### src/rtl/owm_pkg.sv
// shared types and constants of the one-wire bus master
// no dependencies
package owm_pkg;

    localparam int REG_W = 10;
    localparam int CFG_IDX_W = 3;

    typedef logic [1:0] t_mode;
    localparam t_mode MODE_TICK  = 2'd0;
    localparam t_mode MODE_RESET = 2'd1;
    localparam t_mode MODE_WRITE = 2'd2;
    localparam t_mode MODE_READ  = 2'd3;

    localparam logic [CFG_IDX_W-1:0] CFG_RESET_LOW     = 3'd0;
    localparam logic [CFG_IDX_W-1:0] CFG_PRESENCE_WAIT = 3'd1;
    localparam logic [CFG_IDX_W-1:0] CFG_RESET_REC     = 3'd2;
    localparam logic [CFG_IDX_W-1:0] CFG_WRITE_ONE_LOW = 3'd3;
    localparam logic [CFG_IDX_W-1:0] CFG_SLOT          = 3'd4;
    localparam logic [CFG_IDX_W-1:0] CFG_READ_LOW      = 3'd5;

    localparam logic [REG_W-1:0] RESET_LOW_DEF     = 10'd480;
    localparam logic [REG_W-1:0] PRESENCE_WAIT_DEF = 10'd80;
    localparam logic [REG_W-1:0] RESET_REC_DEF     = 10'd400;
    localparam logic [REG_W-1:0] WRITE_ONE_LOW_DEF = 10'd1;
    localparam logic [REG_W-1:0] SLOT_DEF          = 10'd60;
    localparam logic [REG_W-1:0] READ_LOW_DEF      = 10'd2;

    typedef struct packed {
        logic [REG_W-1:0] reset_low_us;
        logic [REG_W-1:0] presence_wait_us;
        logic [REG_W-1:0] reset_recovery_us;
        logic [REG_W-1:0] write_one_low_us;
        logic [REG_W-1:0] slot_us;
        logic [REG_W-1:0] read_low_us;
    } t_cfg;

    typedef struct packed {
        t_mode      mode;
        logic [7:0] data_byte;
        logic       line_level;
    } t_in_item;

    typedef struct packed {
        logic       drive_low;
        logic       busy_res;
        logic       done_res;
        logic       device_present;
        logic [7:0] read_byte;
        logic       refused;
    } t_out_item;

endpackage

### src/rtl/owm_stream_if.sv
// valid/ready stream channel carrying one payload per transaction
// payload type is set at instantiation, usually from owm_pkg
interface owm_stream_if #(
    parameter type T = logic
);
    logic valid;
    logic ready;
    T     data;

    modport source (output valid, output data, input ready);
    modport sink   (input valid, input data, output ready);
endinterface

### src/rtl/owm_cfg.sv
// configuration register file of the one-wire bus master
// depends on owm_pkg
module owm_cfg (
    input  logic                             i_clk,
    input  logic                             i_rst_n,
    input  logic                             i_we,
    input  logic [owm_pkg::CFG_IDX_W-1:0]    i_idx,
    input  logic [owm_pkg::REG_W-1:0]        i_wdata,
    output owm_pkg::t_cfg                    o_cfg
);
    import owm_pkg::*;

    t_cfg r_cfg;
    t_cfg n_cfg;

    always_comb begin
        n_cfg = r_cfg;
        if (i_we) begin
            unique case (i_idx)
                CFG_RESET_LOW:     n_cfg.reset_low_us      = i_wdata;
                CFG_PRESENCE_WAIT: n_cfg.presence_wait_us  = i_wdata;
                CFG_RESET_REC:     n_cfg.reset_recovery_us = i_wdata;
                CFG_WRITE_ONE_LOW: n_cfg.write_one_low_us  = i_wdata;
                CFG_SLOT:          n_cfg.slot_us           = i_wdata;
                CFG_READ_LOW:      n_cfg.read_low_us       = i_wdata;
                default:           n_cfg = r_cfg;
            endcase
        end
    end

    always_ff @(posedge i_clk) begin
        if (!i_rst_n) begin
            r_cfg.reset_low_us      <= RESET_LOW_DEF;
            r_cfg.presence_wait_us  <= PRESENCE_WAIT_DEF;
            r_cfg.reset_recovery_us <= RESET_REC_DEF;
            r_cfg.write_one_low_us  <= WRITE_ONE_LOW_DEF;
            r_cfg.slot_us           <= SLOT_DEF;
            r_cfg.read_low_us       <= READ_LOW_DEF;
        end else begin
            r_cfg <= n_cfg;
        end
    end

    assign o_cfg = r_cfg;

endmodule

### src/rtl/owm_core.sv
// bus sequencer: phase state, tick timer, bit counter and shift register
// depends on owm_pkg; result is combinational from the next state
module owm_core (
    input  logic                i_clk,
    input  logic                i_rst_n,
    input  logic                i_fire,
    input  owm_pkg::t_in_item   i_item,
    input  owm_pkg::t_cfg       i_cfg,
    output owm_pkg::t_out_item  o_res
);
    import owm_pkg::*;

    localparam logic [3:0] PH_IDLE     = 4'd0;
    localparam logic [3:0] PH_RST_LOW  = 4'd1;
    localparam logic [3:0] PH_RST_WAIT = 4'd2;
    localparam logic [3:0] PH_RST_REC  = 4'd3;
    localparam logic [3:0] PH_W1_LOW   = 4'd4;
    localparam logic [3:0] PH_W1_REL   = 4'd5;
    localparam logic [3:0] PH_W0_LOW   = 4'd6;
    localparam logic [3:0] PH_R_LOW    = 4'd7;
    localparam logic [3:0] PH_R_SAMPLE = 4'd8;
    localparam logic [3:0] PH_R_SLOT   = 4'd9;

    logic [3:0]       r_phase,    n_phase;
    logic [REG_W-1:0] r_timer,    n_timer;
    logic [2:0]       r_bit,      n_bit;
    logic [7:0]       r_shift,    n_shift;
    logic             r_presence, n_presence;
    logic [7:0]       r_rx,       n_rx;

    logic [REG_W:0]   tick_count;
    logic [REG_W-1:0] phase_len;
    logic [2:0]       bit_inc;
    logic             done;
    logic             refused;

    function automatic logic [REG_W-1:0] at_least_one(input logic [REG_W-1:0] v);
        at_least_one = (v == '0) ? {{(REG_W-1){1'b0}}, 1'b1} : v;
    endfunction

    always_comb begin
        unique case (r_phase) inside
            PH_RST_LOW:                   phase_len = at_least_one(i_cfg.reset_low_us);
            PH_RST_WAIT:                  phase_len = at_least_one(i_cfg.presence_wait_us);
            PH_RST_REC:                   phase_len = at_least_one(i_cfg.reset_recovery_us);
            PH_W1_LOW:                    phase_len = at_least_one(i_cfg.write_one_low_us);
            PH_W1_REL, PH_W0_LOW, PH_R_SLOT: phase_len = at_least_one(i_cfg.slot_us);
            PH_R_LOW:                     phase_len = at_least_one(i_cfg.read_low_us);
            default:                      phase_len = {{(REG_W-1){1'b0}}, 1'b1};
        endcase
    end

    assign tick_count = {1'b0, r_timer} + {{REG_W{1'b0}}, 1'b1};
    assign bit_inc    = r_bit + 3'd1;

    always_comb begin
        n_phase    = r_phase;
        n_timer    = r_timer;
        n_bit      = r_bit;
        n_shift    = r_shift;
        n_presence = r_presence;
        n_rx       = r_rx;
        done       = 1'b0;
        refused    = 1'b0;
        if (i_fire) begin
            if (i_item.mode != MODE_TICK) begin
                if (r_phase != PH_IDLE) begin
                    refused = 1'b1;
                end else begin
                    n_timer = '0;
                    unique case (i_item.mode)
                        MODE_RESET: n_phase = PH_RST_LOW;
                        MODE_WRITE: begin
                            n_shift = i_item.data_byte;
                            n_bit   = 3'd0;
                            n_phase = i_item.data_byte[0] ? PH_W1_LOW : PH_W0_LOW;
                        end
                        MODE_READ: begin
                            n_shift = 8'd0;
                            n_bit   = 3'd0;
                            n_phase = PH_R_LOW;
                        end
                        default: n_phase = r_phase;
                    endcase
                end
            end else if (r_phase != PH_IDLE) begin
                if (tick_count >= {1'b0, phase_len}) begin
                    n_timer = '0;
                    unique case (r_phase) inside
                        PH_RST_LOW: n_phase = PH_RST_WAIT;
                        PH_RST_WAIT: begin
                            n_presence = ~i_item.line_level;
                            if (i_cfg.reset_recovery_us == '0) begin
                                n_phase = PH_IDLE;
                                done    = 1'b1;
                            end else begin
                                n_phase = PH_RST_REC;
                            end
                        end
                        PH_RST_REC: begin
                            n_phase = PH_IDLE;
                            done    = 1'b1;
                        end
                        PH_W1_LOW: n_phase = PH_W1_REL;
                        PH_W1_REL, PH_W0_LOW: begin
                            if (r_bit == 3'd7) begin
                                n_bit   = 3'd0;
                                n_phase = PH_IDLE;
                                done    = 1'b1;
                            end else begin
                                n_bit   = bit_inc;
                                n_phase = r_shift[bit_inc] ? PH_W1_LOW : PH_W0_LOW;
                            end
                        end
                        PH_R_LOW: n_phase = PH_R_SAMPLE;
                        PH_R_SAMPLE: begin
                            if (i_item.line_level) begin
                                n_shift[r_bit] = 1'b1;
                            end
                            n_phase = PH_R_SLOT;
                        end
                        PH_R_SLOT: begin
                            if (r_bit == 3'd7) begin
                                n_rx    = r_shift;
                                n_bit   = 3'd0;
                                n_phase = PH_IDLE;
                                done    = 1'b1;
                            end else begin
                                n_bit   = bit_inc;
                                n_phase = PH_R_LOW;
                            end
                        end
                        default: n_phase = PH_IDLE;
                    endcase
                end else begin
                    n_timer = tick_count[REG_W-1:0];
                end
            end
        end
    end

    always_ff @(posedge i_clk) begin
        if (!i_rst_n) begin
            r_phase    <= PH_IDLE;
            r_timer    <= '0;
            r_bit      <= 3'd0;
            r_shift    <= 8'd0;
            r_presence <= 1'b0;
            r_rx       <= 8'd0;
        end else begin
            r_phase    <= n_phase;
            r_timer    <= n_timer;
            r_bit      <= n_bit;
            r_shift    <= n_shift;
            r_presence <= n_presence;
            r_rx       <= n_rx;
        end
    end

    always_comb begin
        o_res.drive_low      = (n_phase == PH_RST_LOW) || (n_phase == PH_W1_LOW) ||
                               (n_phase == PH_W0_LOW)  || (n_phase == PH_R_LOW);
        o_res.busy_res       = (n_phase != PH_IDLE);
        o_res.done_res       = done;
        o_res.device_present = n_presence;
        o_res.read_byte      = n_rx;
        o_res.refused        = refused;
    end

endmodule

### src/rtl/one_wire_bus_master.sv
// one-wire bus master top level: one registered result per accepted item
// one item per cycle unless stalled; the result register holds while the sink stalls
// and input ready drops only while a held result has not been taken
// synchronous active-low reset: sequencer idle, status cleared, registers to defaults
// depends on owm_pkg, owm_stream_if, owm_cfg, owm_core
module one_wire_bus_master (
    input  logic                           i_clk,
    input  logic                           i_rst_n,
    owm_stream_if.sink                     i_in,
    owm_stream_if.source                   o_out,
    input  logic                           i_cfg_we,
    input  logic [owm_pkg::CFG_IDX_W-1:0]  i_cfg_idx,
    input  logic [owm_pkg::REG_W-1:0]      i_cfg_wdata
);
    import owm_pkg::*;

    t_cfg      cfg;
    t_out_item res;
    logic      in_fire;
    logic      in_ready;

    logic      r_out_valid;
    t_out_item r_out_data;

    assign in_ready   = !r_out_valid || o_out.ready;
    assign in_fire    = i_in.valid && in_ready;
    assign i_in.ready = in_ready;

    owm_cfg u_cfg (
        .i_clk   (i_clk),
        .i_rst_n (i_rst_n),
        .i_we    (i_cfg_we),
        .i_idx   (i_cfg_idx),
        .i_wdata (i_cfg_wdata),
        .o_cfg   (cfg)
    );

    owm_core u_core (
        .i_clk   (i_clk),
        .i_rst_n (i_rst_n),
        .i_fire  (in_fire),
        .i_item  (i_in.data),
        .i_cfg   (cfg),
        .o_res   (res)
    );

    always_ff @(posedge i_clk) begin
        if (!i_rst_n) begin
            r_out_valid <= 1'b0;
        end else if (in_ready) begin
            r_out_valid <= in_fire;
        end
    end

    always_ff @(posedge i_clk) begin
        if (in_fire) begin
            r_out_data <= res;
        end
    end

    assign o_out.valid = r_out_valid;
    assign o_out.data  = r_out_data;

endmodule

### src/flat_wrapper.sv
// flat-port wrapper written by rule: the top's interface ports become plain ports
module one_wire_bus_master_flat import owm_pkg::*;
  (i_clk, i_rst_n, i_cfg_we, i_cfg_idx, i_cfg_wdata, i_in_valid, i_in_data, i_in_ready, o_out_valid, o_out_data, o_out_ready);
  owm_stream_if #(.T(t_in_item)) i_in_i ();
  owm_stream_if #(.T(t_out_item)) o_out_i ();
  input  logic i_clk;
  input  logic i_rst_n;
  input  logic i_cfg_we;
  input  logic [owm_pkg::CFG_IDX_W-1:0] i_cfg_idx;
  input  logic [owm_pkg::REG_W-1:0] i_cfg_wdata;
  input wire logic [$bits(i_in_i.valid)-1:0] i_in_valid;
  input wire logic [$bits(i_in_i.data)-1:0] i_in_data;
  output wire logic [$bits(i_in_i.ready)-1:0] i_in_ready;
  output wire logic [$bits(o_out_i.valid)-1:0] o_out_valid;
  output wire logic [$bits(o_out_i.data)-1:0] o_out_data;
  input wire logic [$bits(o_out_i.ready)-1:0] o_out_ready;
  assign i_in_i.valid = i_in_valid;
  assign i_in_i.data = i_in_data;
  assign i_in_ready = i_in_i.ready;
  assign o_out_valid = o_out_i.valid;
  assign o_out_data = o_out_i.data;
  assign o_out_i.ready = o_out_ready;
  one_wire_bus_master u_core (.i_clk(i_clk), .i_rst_n(i_rst_n), .i_in(i_in_i), .o_out(o_out_i), .i_cfg_we(i_cfg_we), .i_cfg_idx(i_cfg_idx), .i_cfg_wdata(i_cfg_wdata));
endmodule
### config.mk
export PLATFORM = sky130hd
export DESIGN_NAME = one_wire_bus_master_flat
export DESIGN_NICKNAME = d
export VERILOG_FILES = /design/src/rtl/owm_pkg.sv /design/src/rtl/owm_stream_if.sv /design/src/rtl/owm_cfg.sv /design/src/rtl/owm_core.sv /design/src/rtl/one_wire_bus_master.sv /design/src/flat_wrapper.sv
export SDC_FILE = /design/constraint.sdc
export NUM_CORES = 1
export LEC_CHECK = 0
export CORE_MARGIN = 2
export CORE_UTILIZATION = 58
export CTS_BUF_LIST = sky130_fd_sc_hd__clkbuf_16
export CTS_CLUSTER_SIZE = 40
export DETAILED_ROUTE_END_ITERATION = 16
export DONT_BUFFER_PORTS = 1
export GPL_ROUTABILITY_DRIVEN = 0
export PLACE_DENSITY = 0.76
export SLEW_MARGIN = 20
export SYNTH_ARGS = -nofsm -noshare
export SYNTH_HDL_FRONTEND = slang
export SYNTH_HIERARCHICAL = 1
export SYNTH_SLANG_ARGS = --single-unit
export TNS_END_PERCENT = 50
### constraint.sdc
create_clock -name i_clk -period 4.45 [get_ports i_clk]
set_clock_uncertainty 0.1 [all_clocks]
set_input_delay 0.6675 -clock i_clk [delete_from_list [all_inputs] [get_ports i_clk]]
set_output_delay 0.6675 -clock i_clk [all_outputs]
set_load 0.005 [all_outputs]
==> flow_metrics.env, run 1 <==
export IMPL_status="completed"
export IMPL_synthCells=616
export IMPL_clockBufferDepth=2
export IMPL_clk_pin_slew_ns=0.07
export IMPL_crit_arrival_ns=4.32
export IMPL_slowest_delay_ns=0.61
export IMPL_crit_fanout=11
export IMPL_rsz0062_at_grt="false"
export IMPL_path_class="flop to flop"
export IMPL_min_from="i_rst_n"
export IMPL_ff2ff_setup_slack_ns=0.26
export IMPL_drive_gt1_frac=0.0815
export IMPL_synth_xor_area_frac=0.0138
export IMPL_yosys_area_share_simple=0.228
export IMPL_synth_yosys_seq_area_share=0.400
export IMPL_worstMarginPinSlew_ns=0.908
export IMPL_crit_top_cell="and4_1"
export IMPL_start_kind="flop"
export IMPL_ir_drop_v=0.000220
export IMPL_grt_max_degree=115
export IMPL_powerDensity_nw_per_um2=360
export IMPL_finalHoldViolations=0
export IMPL_drt_wirelength_per_cell_um=19.4
export IMPL_setup_tns_ns=0
export IMPL_syn_nets=660
export IMPL_pin_count=44
export IMPL_die_w_um=103
export IMPL_drtAntennaViolNets=0
export IMPL_hpwl_um=9990
export IMPL_vias=4673
export IMPL_ys_flop_type="dfxtp_1"
export IMPL_yosys_warnings=6
export IMPL_grt_pass1_vias=4413
export IMPL_worstPathRequired_ns=4.59
export IMPL_grtUsageTotal=0.273
export IMPL_first_pass_iters=8
export IMPL_utilization=0.625
export IMPL_drv_slew=0
export IMPL_rows=36
export IMPL_postCtsHoldBufs=0
export IMPL_first_iter_violations=373
export IMPL_diodes=0
export IMPL_worst_skew_pair_late_latency_ns=0.35
export IMPL_h_tree_depth=3
export IMPL_viasPerCell=6.37
export IMPL_dieArea_sq_um=10700
export IMPL_r2r_end="u_core/u_core/r_rx[0]"
export IMPL_drc=0
export IMPL_clockRootBuffer="clkbuf_16"
export IMPL_whs_ns=0.354
export IMPL_ys_seq_elements=108
export IMPL_synth_edff_count=13
export IMPL_critPathTopFamily="compound AO/OA/AOI/OAI gates"
export IMPL_path_buf_inv=1
export IMPL_syn_area_sq_um=5720
export IMPL_reg2reg_depth=14
export IMPL_antenna_found_initial=0
export IMPL_fmax_mhz=239
export IMPL_synth_compound_area_frac=0.139
export IMPL_finalSetupViolations=0
export IMPL_synthMuxAreaShare=0.148
export IMPL_synth_adder_area_share=0.0328
export IMPL_cts_buffers=9
export IMPL_slowest_stage="dfxtp_1"
export IMPL_r2r_start="u_core/u_core/r_phase[3]"
export IMPL_syn_avg_cell_area_sq_um=9.29
export IMPL_cts_tree="built"
export IMPL_synth_async_reset_ratio=0
export IMPL_start_util=0.591
export IMPL_min_path_cells=1
export IMPL_drv_cap=0
export IMPL_post_route_period_util=0.941
export IMPL_hold_path_endpoint="u_core/u_core/r_timer[0]"
export IMPL_grt_overflow_total=0
export IMPL_die_height_um=103
export IMPL_core_area_sq_um=9680
export IMPL_hp_class="input pin to flop"
export IMPL_power_leakage_nw=2.53
export IMPL_maxSlewHeadroom=0.391
export IMPL_area_delta_synth_final_pct=5.68
export IMPL_synth_cell_types=70
export IMPL_synth_top_family_by_area="simple AND/OR/NAND/NOR gates"
export IMPL_nets=640
export IMPL_drt_wl_total_um=14200
export IMPL_grt_pass1_wl_um=22700
export IMPL_period_minus_slack_ns=4.19
export IMPL_cp_cell_sequence="xor2_1 -> a22o_1 -> a221o_1 -> a221oi_1 -> ha_1 -> and4_1 -> o21ai_0 -> o221ai_1 -> a41o_1 -> nor2b_4 -> and4_1 -> buf_4 -> mux2_4 -> and2_1"
export IMPL_portBuffers=0
export IMPL_crit_path_end_kind="flop"
export IMPL_cts_num_sinks=108
state kept, by name, summed over array words and instances (netlist names):
name,cells
u_core/u_core/r_bit,3
u_core/u_core/r_presence,1
u_core/u_cfg/o_cfg,60
u_core/u_core/r_timer,10
u_core/o_out.valid,1
u_core/u_core/r_rx,8
u_core/u_core/r_phase,4
u_core/o_out.data,13
u_core/u_core/r_shift,8
through the flow:
stage          power (mW)  instance area (sq um)  instances  setup slack (ns)
2_1_floorplan        1.37                   5720        616             0.286
3_3_place_gp         1.42                   5760        718             0.356
3_5_place_dp         1.43                   5760        718             0.164
4_1_cts              2.18                   6040        734             0.104
5_1_grt              2.28                   6050        734            0.0351
6_report             2.18                   6050        734             0.264
what timing repair did:
action	4_1_cts	5_1_grt
buffers inserted	0	0
endpoints found under the setup margin	0	26
gates resized for setup	0	4
cells in the final DEF (no fill, tap or decap), types with 9 or more instances in the layout:
cell and instances:
nor2b_1 35, mux2i_1 69, nand3_1 12, a21oi_1 23
nor2_1 27, clkbuf_16 9, edfxtp_1 13, and2_1 21
dfxtp_1 93, a22oi_1 15, inv_1 9, ha_1 15
nand2_1 94, o21ai_0 17, o211a_1 9, nor4_1 9
kinds of logic after synthesis:
logic type               count (synthesis)
XOR/XNOR                                 9
AND/OR/NAND/NOR                        246
adder cells (fa/ha/maj)                 15
multiplexers                            80
flip-flops                             108
AO/OA/AOI/OAI                          112
buffers and inverters                   46
where the power goes:
| group | total [mW] | switching (mW) | internal (mW) | leakage [nW] |
|---|---|---|---|---|
| registers | 1.07 | 0.0477 | 1.03 | 0.902 |
| logic | 0.352 | 0.203 | 0.148 | 1.48 |
| clock network | 0.754 | 0.369 | 0.385 | 0.144 |
| total | 2.18 | 0.620 | 1.56 | 2.53 |
worst max path at each step:
stage	start	to	depth (start not counted)
finish	u_core/u_core/r_phase[3]	u_core/u_core/r_rx[0]	14
global placement	u_core/u_core/r_phase[0]	u_core/o_out.data[11]	12
global route	u_core/u_core/r_phase[3]	u_core/u_core/r_rx[0]	14
floorplan	u_core/u_core/r_phase[1]	u_core/o_out.data[11]	16
detailed placement	u_core/u_core/r_phase[2]	u_core/u_core/r_shift[0]	14
CTS	u_core/u_core/r_phase[2]	u_core/u_core/r_shift[2]	14
cell usage after synthesis, drive strengths merged, types with 2 or more instances:
library cell | count | share of area
o21ai | 18 | 0.016
a221oi | 4 | 0.0061
or4 | 2 | 0.0026
o211ai | 3 | 0.0039
nor2b | 37 | 0.042
nand2 | 94 | 0.062
ha | 15 | 0.033
and4bb | 2 | 0.0044
o211a | 9 | 0.016
or4b | 2 | 0.0035
nor3 | 7 | 0.0079
a31oi | 8 | 0.0087
or3 | 2 | 0.0022
nand4 | 2 | 0.0022
and3 | 3 | 0.0033
mux2i | 69 | 0.12
xnor2 | 3 | 0.0046
xor2 | 6 | 0.0092
and4 | 3 | 0.0046
a22oi | 15 | 0.020
a221o | 4 | 0.0070
o2111ai | 2 | 0.0031
nand3 | 12 | 0.010
nor4 | 9 | 0.0098
nand4b | 2 | 0.0031
clkbuf | 21 | 0.014
inv | 7 | 0.0046
nor3b | 2 | 0.0026
and3b | 2 | 0.0031
a21oi | 23 | 0.020
buf | 17 | 0.019
edfxtp | 13 | 0.068
nor2 | 27 | 0.018
or2 | 3 | 0.0033
a21boi | 6 | 0.0085
o221ai | 6 | 0.0092
nand2b | 8 | 0.011
dfxtp | 95 | 0.33
nand4bb | 2 | 0.0039
and2 | 23 | 0.026
mux2 | 11 | 0.027
final cells by class:
type                       instances  area (sq um)
clock buffer                       9           225
clock inverter                     7          53.8
fill                             811          3630
inverter                           8          30.0
multi-input combinational        462          3230
sequential                       108          2290
tap                              133           166
timing repair buffer               7          52.6
routing by layer:
| layer | vias to the layer above | part of all wire | track usage |
|---|---|---|---|
| li1 | 2168 | - | - |
| met1 | 2199 | 0.41 | 0.351 |
| met2 | 248 | 0.48 | 0.445 |
| met5 | - | 0 | 0 |
| met4 | 0 | 0.035 | 0.121 |
| met3 | 58 | 0.076 | 0.0531 |
No activity file was read; power rests on OpenSTA's default activity.
==> run 2, diff against run 1 <==
- CORE_UTILIZATION: 58 -> 65
- PLACE_DENSITY: 0.76 -> 0.81
- clock period: 4.45 -> 4.9 ns (I/O delays scaled with it)
==> flow_metrics.env, run 2 (synthesis gave the netlist of run 1 again) <==
export IMPL_status="completed"
export IMPL_cts_tree="built"
export IMPL_comb_power_share=0.159
export IMPL_cp_cell_sequence="nor2b_1 -> and2_1 -> a21boi_0 -> a221oi_1 -> ha_1 -> and4_1 -> o21ai_0 -> o221ai_1 -> a41o_1 -> nor2b_4 -> and4_1 -> mux2_4 -> and2_1"
export IMPL_rsz0062_at_grt="false"
export IMPL_drv_cap=0
export IMPL_drv_slew=0
export IMPL_pin_count=44
export IMPL_worstMarginPinSlew_ns=0.893
export IMPL_grt_use_met3=0.0580
export IMPL_cts_buffers=9
export IMPL_crit_path_end_kind="flop"
export IMPL_p_seq_frac=0.496
export IMPL_start_util=0.663
export IMPL_fmax_mhz=221
export IMPL_diodes=0
export IMPL_period_minus_slack_ns=4.53
export IMPL_viasPerCell=6.51
export IMPL_postCtsHoldBufs=0
export IMPL_setup_slack_ns=0.368
export IMPL_area_delta_synth_final_pct=4.59
export IMPL_first_iter_violations=404
export IMPL_hp_class="flop to flop"
export IMPL_clk_pin_slew_ns=0.07
export IMPL_grt_pass1_wl_um=22500
export IMPL_p_int_mw=1.41
export IMPL_cts_num_sinks=108
export IMPL_core_area_sq_um=8640
export IMPL_final_cell_mix="dfxtp_1, nand2_1, mux2i_1"
export IMPL_drt_wl_total_um=13500
export IMPL_nets=638
export IMPL_finalHoldViolations=0
export IMPL_slowest_stage="dfxtp_1"
export IMPL_h_tree_depth=3
export IMPL_grt_overflow_total=0
export IMPL_whs_ns=0.376
export IMPL_dieArea_sq_um=9570
export IMPL_total_power_mw=1.97
export IMPL_layout_commonest_cell="dfxtp_1"
export IMPL_rows=34
export IMPL_die_w_um=97.8
export IMPL_first_pass_iters=7
export IMPL_met1_usage=0.365
export IMPL_worst_skew_pair_late_latency_ns=0.34
export IMPL_cts_setup_buffers=0
export IMPL_grt_max_degree=115
export IMPL_path_class="flop to flop"
export IMPL_crit_arrival_ns=4.67
export IMPL_vias=4602
export IMPL_largest_reg_flops=60
export IMPL_clockRootBuffer="clkbuf_16"
export IMPL_antenna_found_initial=0
export IMPL_use_met2=0.491
export IMPL_clkPwrFrac=0.345
export IMPL_grtUsageTotal=0.289
export IMPL_drt_wirelength_per_cell_um=19.1
export IMPL_critPathTopFamily="simple AND/OR/NAND/NOR gates"
export IMPL_drc=0
export IMPL_slowest_delay_ns=0.65
export IMPL_drive_gt1_frac=0.0735
export IMPL_grt_pass1_vias=4439
export IMPL_drtAntennaViolNets=0
export IMPL_p_switching_mw=0.553
export IMPL_finalSetupViolations=0
export IMPL_start_kind="flop"
export IMPL_power_leakage_nw=2.51
export IMPL_dpl_worst_slack_ns=0.516
export IMPL_crit_fanout=15
export IMPL_clockBufferDepth=2
export IMPL_placedCellCount=691
export IMPL_powerDensity_nw_per_um2=328
export IMPL_cts_repair_resized=0
export IMPL_die_height_um=97.8
export IMPL_worstPathRequired_ns=5.04
export IMPL_final_cell_count_no_fill=707
export IMPL_grt_busiest_layer="met2"
export IMPL_ir_drop_v=0.000193
export IMPL_post_route_period_util=0.925
export IMPL_setup_tns_ns=0
export IMPL_path_buf_inv=0
export IMPL_p_sw_frac=0.281
export IMPL_maxSlewHeadroom=0.402
export IMPL_hpwl_um=9630
export IMPL_portBuffers=0
## run 2: changes by cell type in the layout (fill, tap and decap cells not counted)
cell      before  now
buf_4          7    5
clkinv_1       1    3
clkinv_4       3    1
dfxtp_1       93   95
dfxtp_2        2    0
inv_1          9    7
inv_2          0    1
inv_6          1    2
nor2b_1       35   36
nor2b_2        1    0
nor3_2         1    2
nor3_4         1    0
## run 2: worst register-to-register path: stages, from the launching register on
cell      delay, ns
dfxtp_1        0.65
nor2b_1        0.31
and2_1         0.40
a21boi_0       0.32
a221oi_1       0.13
ha_1           0.33
and4_1         0.18
o21ai_0        0.07
o221ai_1       0.23
a41o_1         0.36
nor2b_4        0.27
and4_1         0.57
mux2_4         0.36
and2_1         0.15
## run 2: layout make-up
type                       instances  area [sq um]
inverter                           8          30.0
fill                             658          2650
multi-input combinational        462          3220
tap                              108           135
sequential                       108          2290
timing repair buffer               5          37.5
clock inverter                     7          48.8
clock buffer                       9           225
## run 2: power groups by stage
stage          Sequential (mW)  Combinational, mW  Clock, mW
2_1_floorplan            0.972              0.273          0
3_3_place_gp             0.992              0.292          0
3_5_place_dp             0.994              0.302          0
4_1_cts                  0.974              0.304      0.686
5_1_grt                  0.980              0.342      0.724
6_report                 0.976              0.312      0.678
## run 2: metal layers
layer | routed length [um] | share of wire
met1 | 5570 | 0.41
met2 | 6540 | 0.48
met3 | 1010 | 0.075
met4 | 384 | 0.028
met5 | 0 | 0
## run 2: stage by stage
stage                     utilization  instance area [sq um]
final                           0.693                   5990
after global routing            0.693                   5990
after CTS                       0.693                   5990
after detailed placement        0.662                   5710
after global placement          0.662                   5710
after floorplan                     -                   5720
## run 2: path summary, 6_finish.rpt
kind | slack [ns] | depth (start not counted) | start | end
max | 0.37 | 13 | u_core/u_core/r_phase[2] | u_core/u_core/r_rx[5]
min | 0.38 | 2 | u_core/u_cfg/o_cfg[40] | u_core/u_cfg/o_cfg[40]
max reg2reg | 0.37 | 13 | u_core/u_core/r_phase[2] | u_core/u_core/r_rx[5]
min reg2reg | 0.38 | 2 | u_core/u_cfg/o_cfg[40] | u_core/u_cfg/o_cfg[40]
==> run 3, diff against run 2 <==
- ABC_CLOCK_PERIOD_IN_PS: unset -> 4900
- CORE_UTILIZATION: 65 -> 45
- PLACE_DENSITY: 0.81 -> unset
==> flow_metrics.env, run 3 (synthesis gave the netlist of run 1 again) <==
export IMPL_placedCellCount=755
export IMPL_fmax_mhz=223
export IMPL_slowest_stage="dfxtp_1"
export IMPL_clockBufferDepth=2
export IMPL_crit_path_end_kind="flop"
export IMPL_powerDensity_nw_per_um2=323
export IMPL_crit_top_cell="and2_1"
export IMPL_antenna_found_initial=0
export IMPL_drv_cap=0
export IMPL_finalHoldViolations=0
export IMPL_worstPathRequired_ns=5.04
export IMPL_drv_slew=0
export IMPL_path_class="flop to flop"
export IMPL_cts_num_sinks=108
export IMPL_area_delta_synth_final_pct=5.88
export IMPL_clk_pin_slew_ns=0.07
export IMPL_ir_drop_v=0.000233
export IMPL_hp_class="flop to flop"
export IMPL_final_cell_count_no_fill=771
export IMPL_layout_commonest_cell="dfxtp_1"
export IMPL_first_iter_violations=351
export IMPL_postCtsHoldBufs=0
export IMPL_drt_wl_total_um=14200
export IMPL_hpwl_um=10300
export IMPL_core_area_sq_um=12500
export IMPL_path_buf_inv=0
export IMPL_die_w_um=117
export IMPL_final_cell_mix="dfxtp_1, nand2_1, mux2i_1"
export IMPL_worst_skew_pair_late_latency_ns=0.35
export IMPL_critPathTopFamily="simple AND/OR/NAND/NOR gates"
export IMPL_grtUsageTotal=0.221
export IMPL_die_height_um=117
export IMPL_status="completed"
export IMPL_nets=638
export IMPL_dieArea_sq_um=13600
export IMPL_largest_reg_flops=60
export IMPL_setup_tns_ns=0
export IMPL_cts_setup_buffers=0
export IMPL_viasPerCell=5.87
export IMPL_worstMarginPinSlew_ns=0.943
export IMPL_period_minus_slack_ns=4.48
export IMPL_start_kind="flop"
export IMPL_grt_overflow_total=0
export IMPL_h_tree_depth=3
export IMPL_vias=4528
export IMPL_maxSlewHeadroom=0.368
export IMPL_drive_gt1_frac=0.0735
export IMPL_cts_buffers=9
export IMPL_drt_wirelength_per_cell_um=18.4
export IMPL_first_pass_iters=5
export IMPL_rsz0062_at_grt="false"
export IMPL_power_leakage_nw=2.51
export IMPL_start_util=0.457
export IMPL_crit_fanout=15
export IMPL_finalSetupViolations=0
export IMPL_pin_count=44
export IMPL_diodes=0
export IMPL_drtAntennaViolNets=0
export IMPL_clockRootBuffer="clkbuf_16"
export IMPL_grt_pass1_vias=4487
export IMPL_post_route_period_util=0.913
export IMPL_utilization=0.484
export IMPL_drc=0
export IMPL_total_power_mw=1.96
export IMPL_slowest_delay_ns=0.67
export IMPL_rows=41
export IMPL_grt_pass1_wl_um=23400
export IMPL_cts_tree="built"
export IMPL_dpl_worst_slack_ns=0.386
export IMPL_grt_max_degree=115
export IMPL_portBuffers=0
export IMPL_cts_repair_resized=0
export IMPL_cp_cell_sequence="nor2b_1 -> and2_1 -> a21boi_0 -> a221oi_1 -> ha_1 -> and4_1 -> o21ai_0 -> o221ai_1 -> a41o_1 -> nor2b_4 -> and4_2 -> mux2_4 -> and2_1"
export IMPL_setup_slack_ns=0.425
export IMPL_crit_arrival_ns=4.62
[run 3: changes by cell type in the layout (fill, tap and decap cells not counted)]
cell      delta
and4_1       -1
and4_2       +1
clkinv_1     -1
inv_1        +2
inv_2        -1
inv_4        +2
inv_6        -1
inv_8        -1
[run 3: path summary, 6_finish.rpt]
check / start / endpoint / slack, ns / depth (start not counted)
setup reg to reg: u_core/u_core/r_phase[2] / u_core/u_core/r_rx[6] / 0.42 / 13
hold reg to reg: u_core/u_cfg/o_cfg[10] / u_core/u_cfg/o_cfg[10] / 0.36 / 2
hold / removal: u_core/u_cfg/o_cfg[10] / u_core/u_cfg/o_cfg[10] / 0.36 / 2
setup / recovery: u_core/u_core/r_phase[2] / u_core/u_core/r_rx[6] / 0.42 / 13
[run 3: final cells by class]
| cell class | instances | area [sq um] |
|---|---|---|
| clock buffers | 9 | 225 |
| clock inverters | 7 | 41.3 |
| fillers | 1242 | 6460 |
| inverters | 8 | 30.0 |
| multi-input cells | 462 | 3220 |
| flip-flops and latches | 108 | 2290 |
| well taps | 172 | 215 |
| repair buffers | 5 | 37.5 |
[run 3: where the power goes]
part	switching, mW	internal, mW	leakage [nW]
combinational	0.180	0.133	1.47
clock	0.326	0.343	0.141
sequential	0.0432	0.932	0.901
total	0.549	1.41	2.51
[run 3: through the flow]
| step | hold WS, ns | cell area [sq um] |
|---|---|---|
| floorplan | 0.332 | 5720 |
| global placement | 0.346 | 5790 |
| detailed placement | 0.353 | 5790 |
| CTS | 0.364 | 6060 |
| global route | 0.393 | 6060 |
| finish | 0.363 | 6060 |
[run 3: metal layers]
layer / vias up / GRT usage / wire, um
met3: 37 / 0.0494 / 763
met4: 0 / 0.0847 / 454
li1: 2178 / - / -
met2: 136 / 0.365 / 6620
met1: 2177 / 0.283 / 6340
met5: - / 0 / 0
[run 3: tightest hold or removal path, stage by stage (launching register included)]
cell and delay, ns:
dfxtp_1 0.31, nand2_1 0.05, mux2i_1 0.05
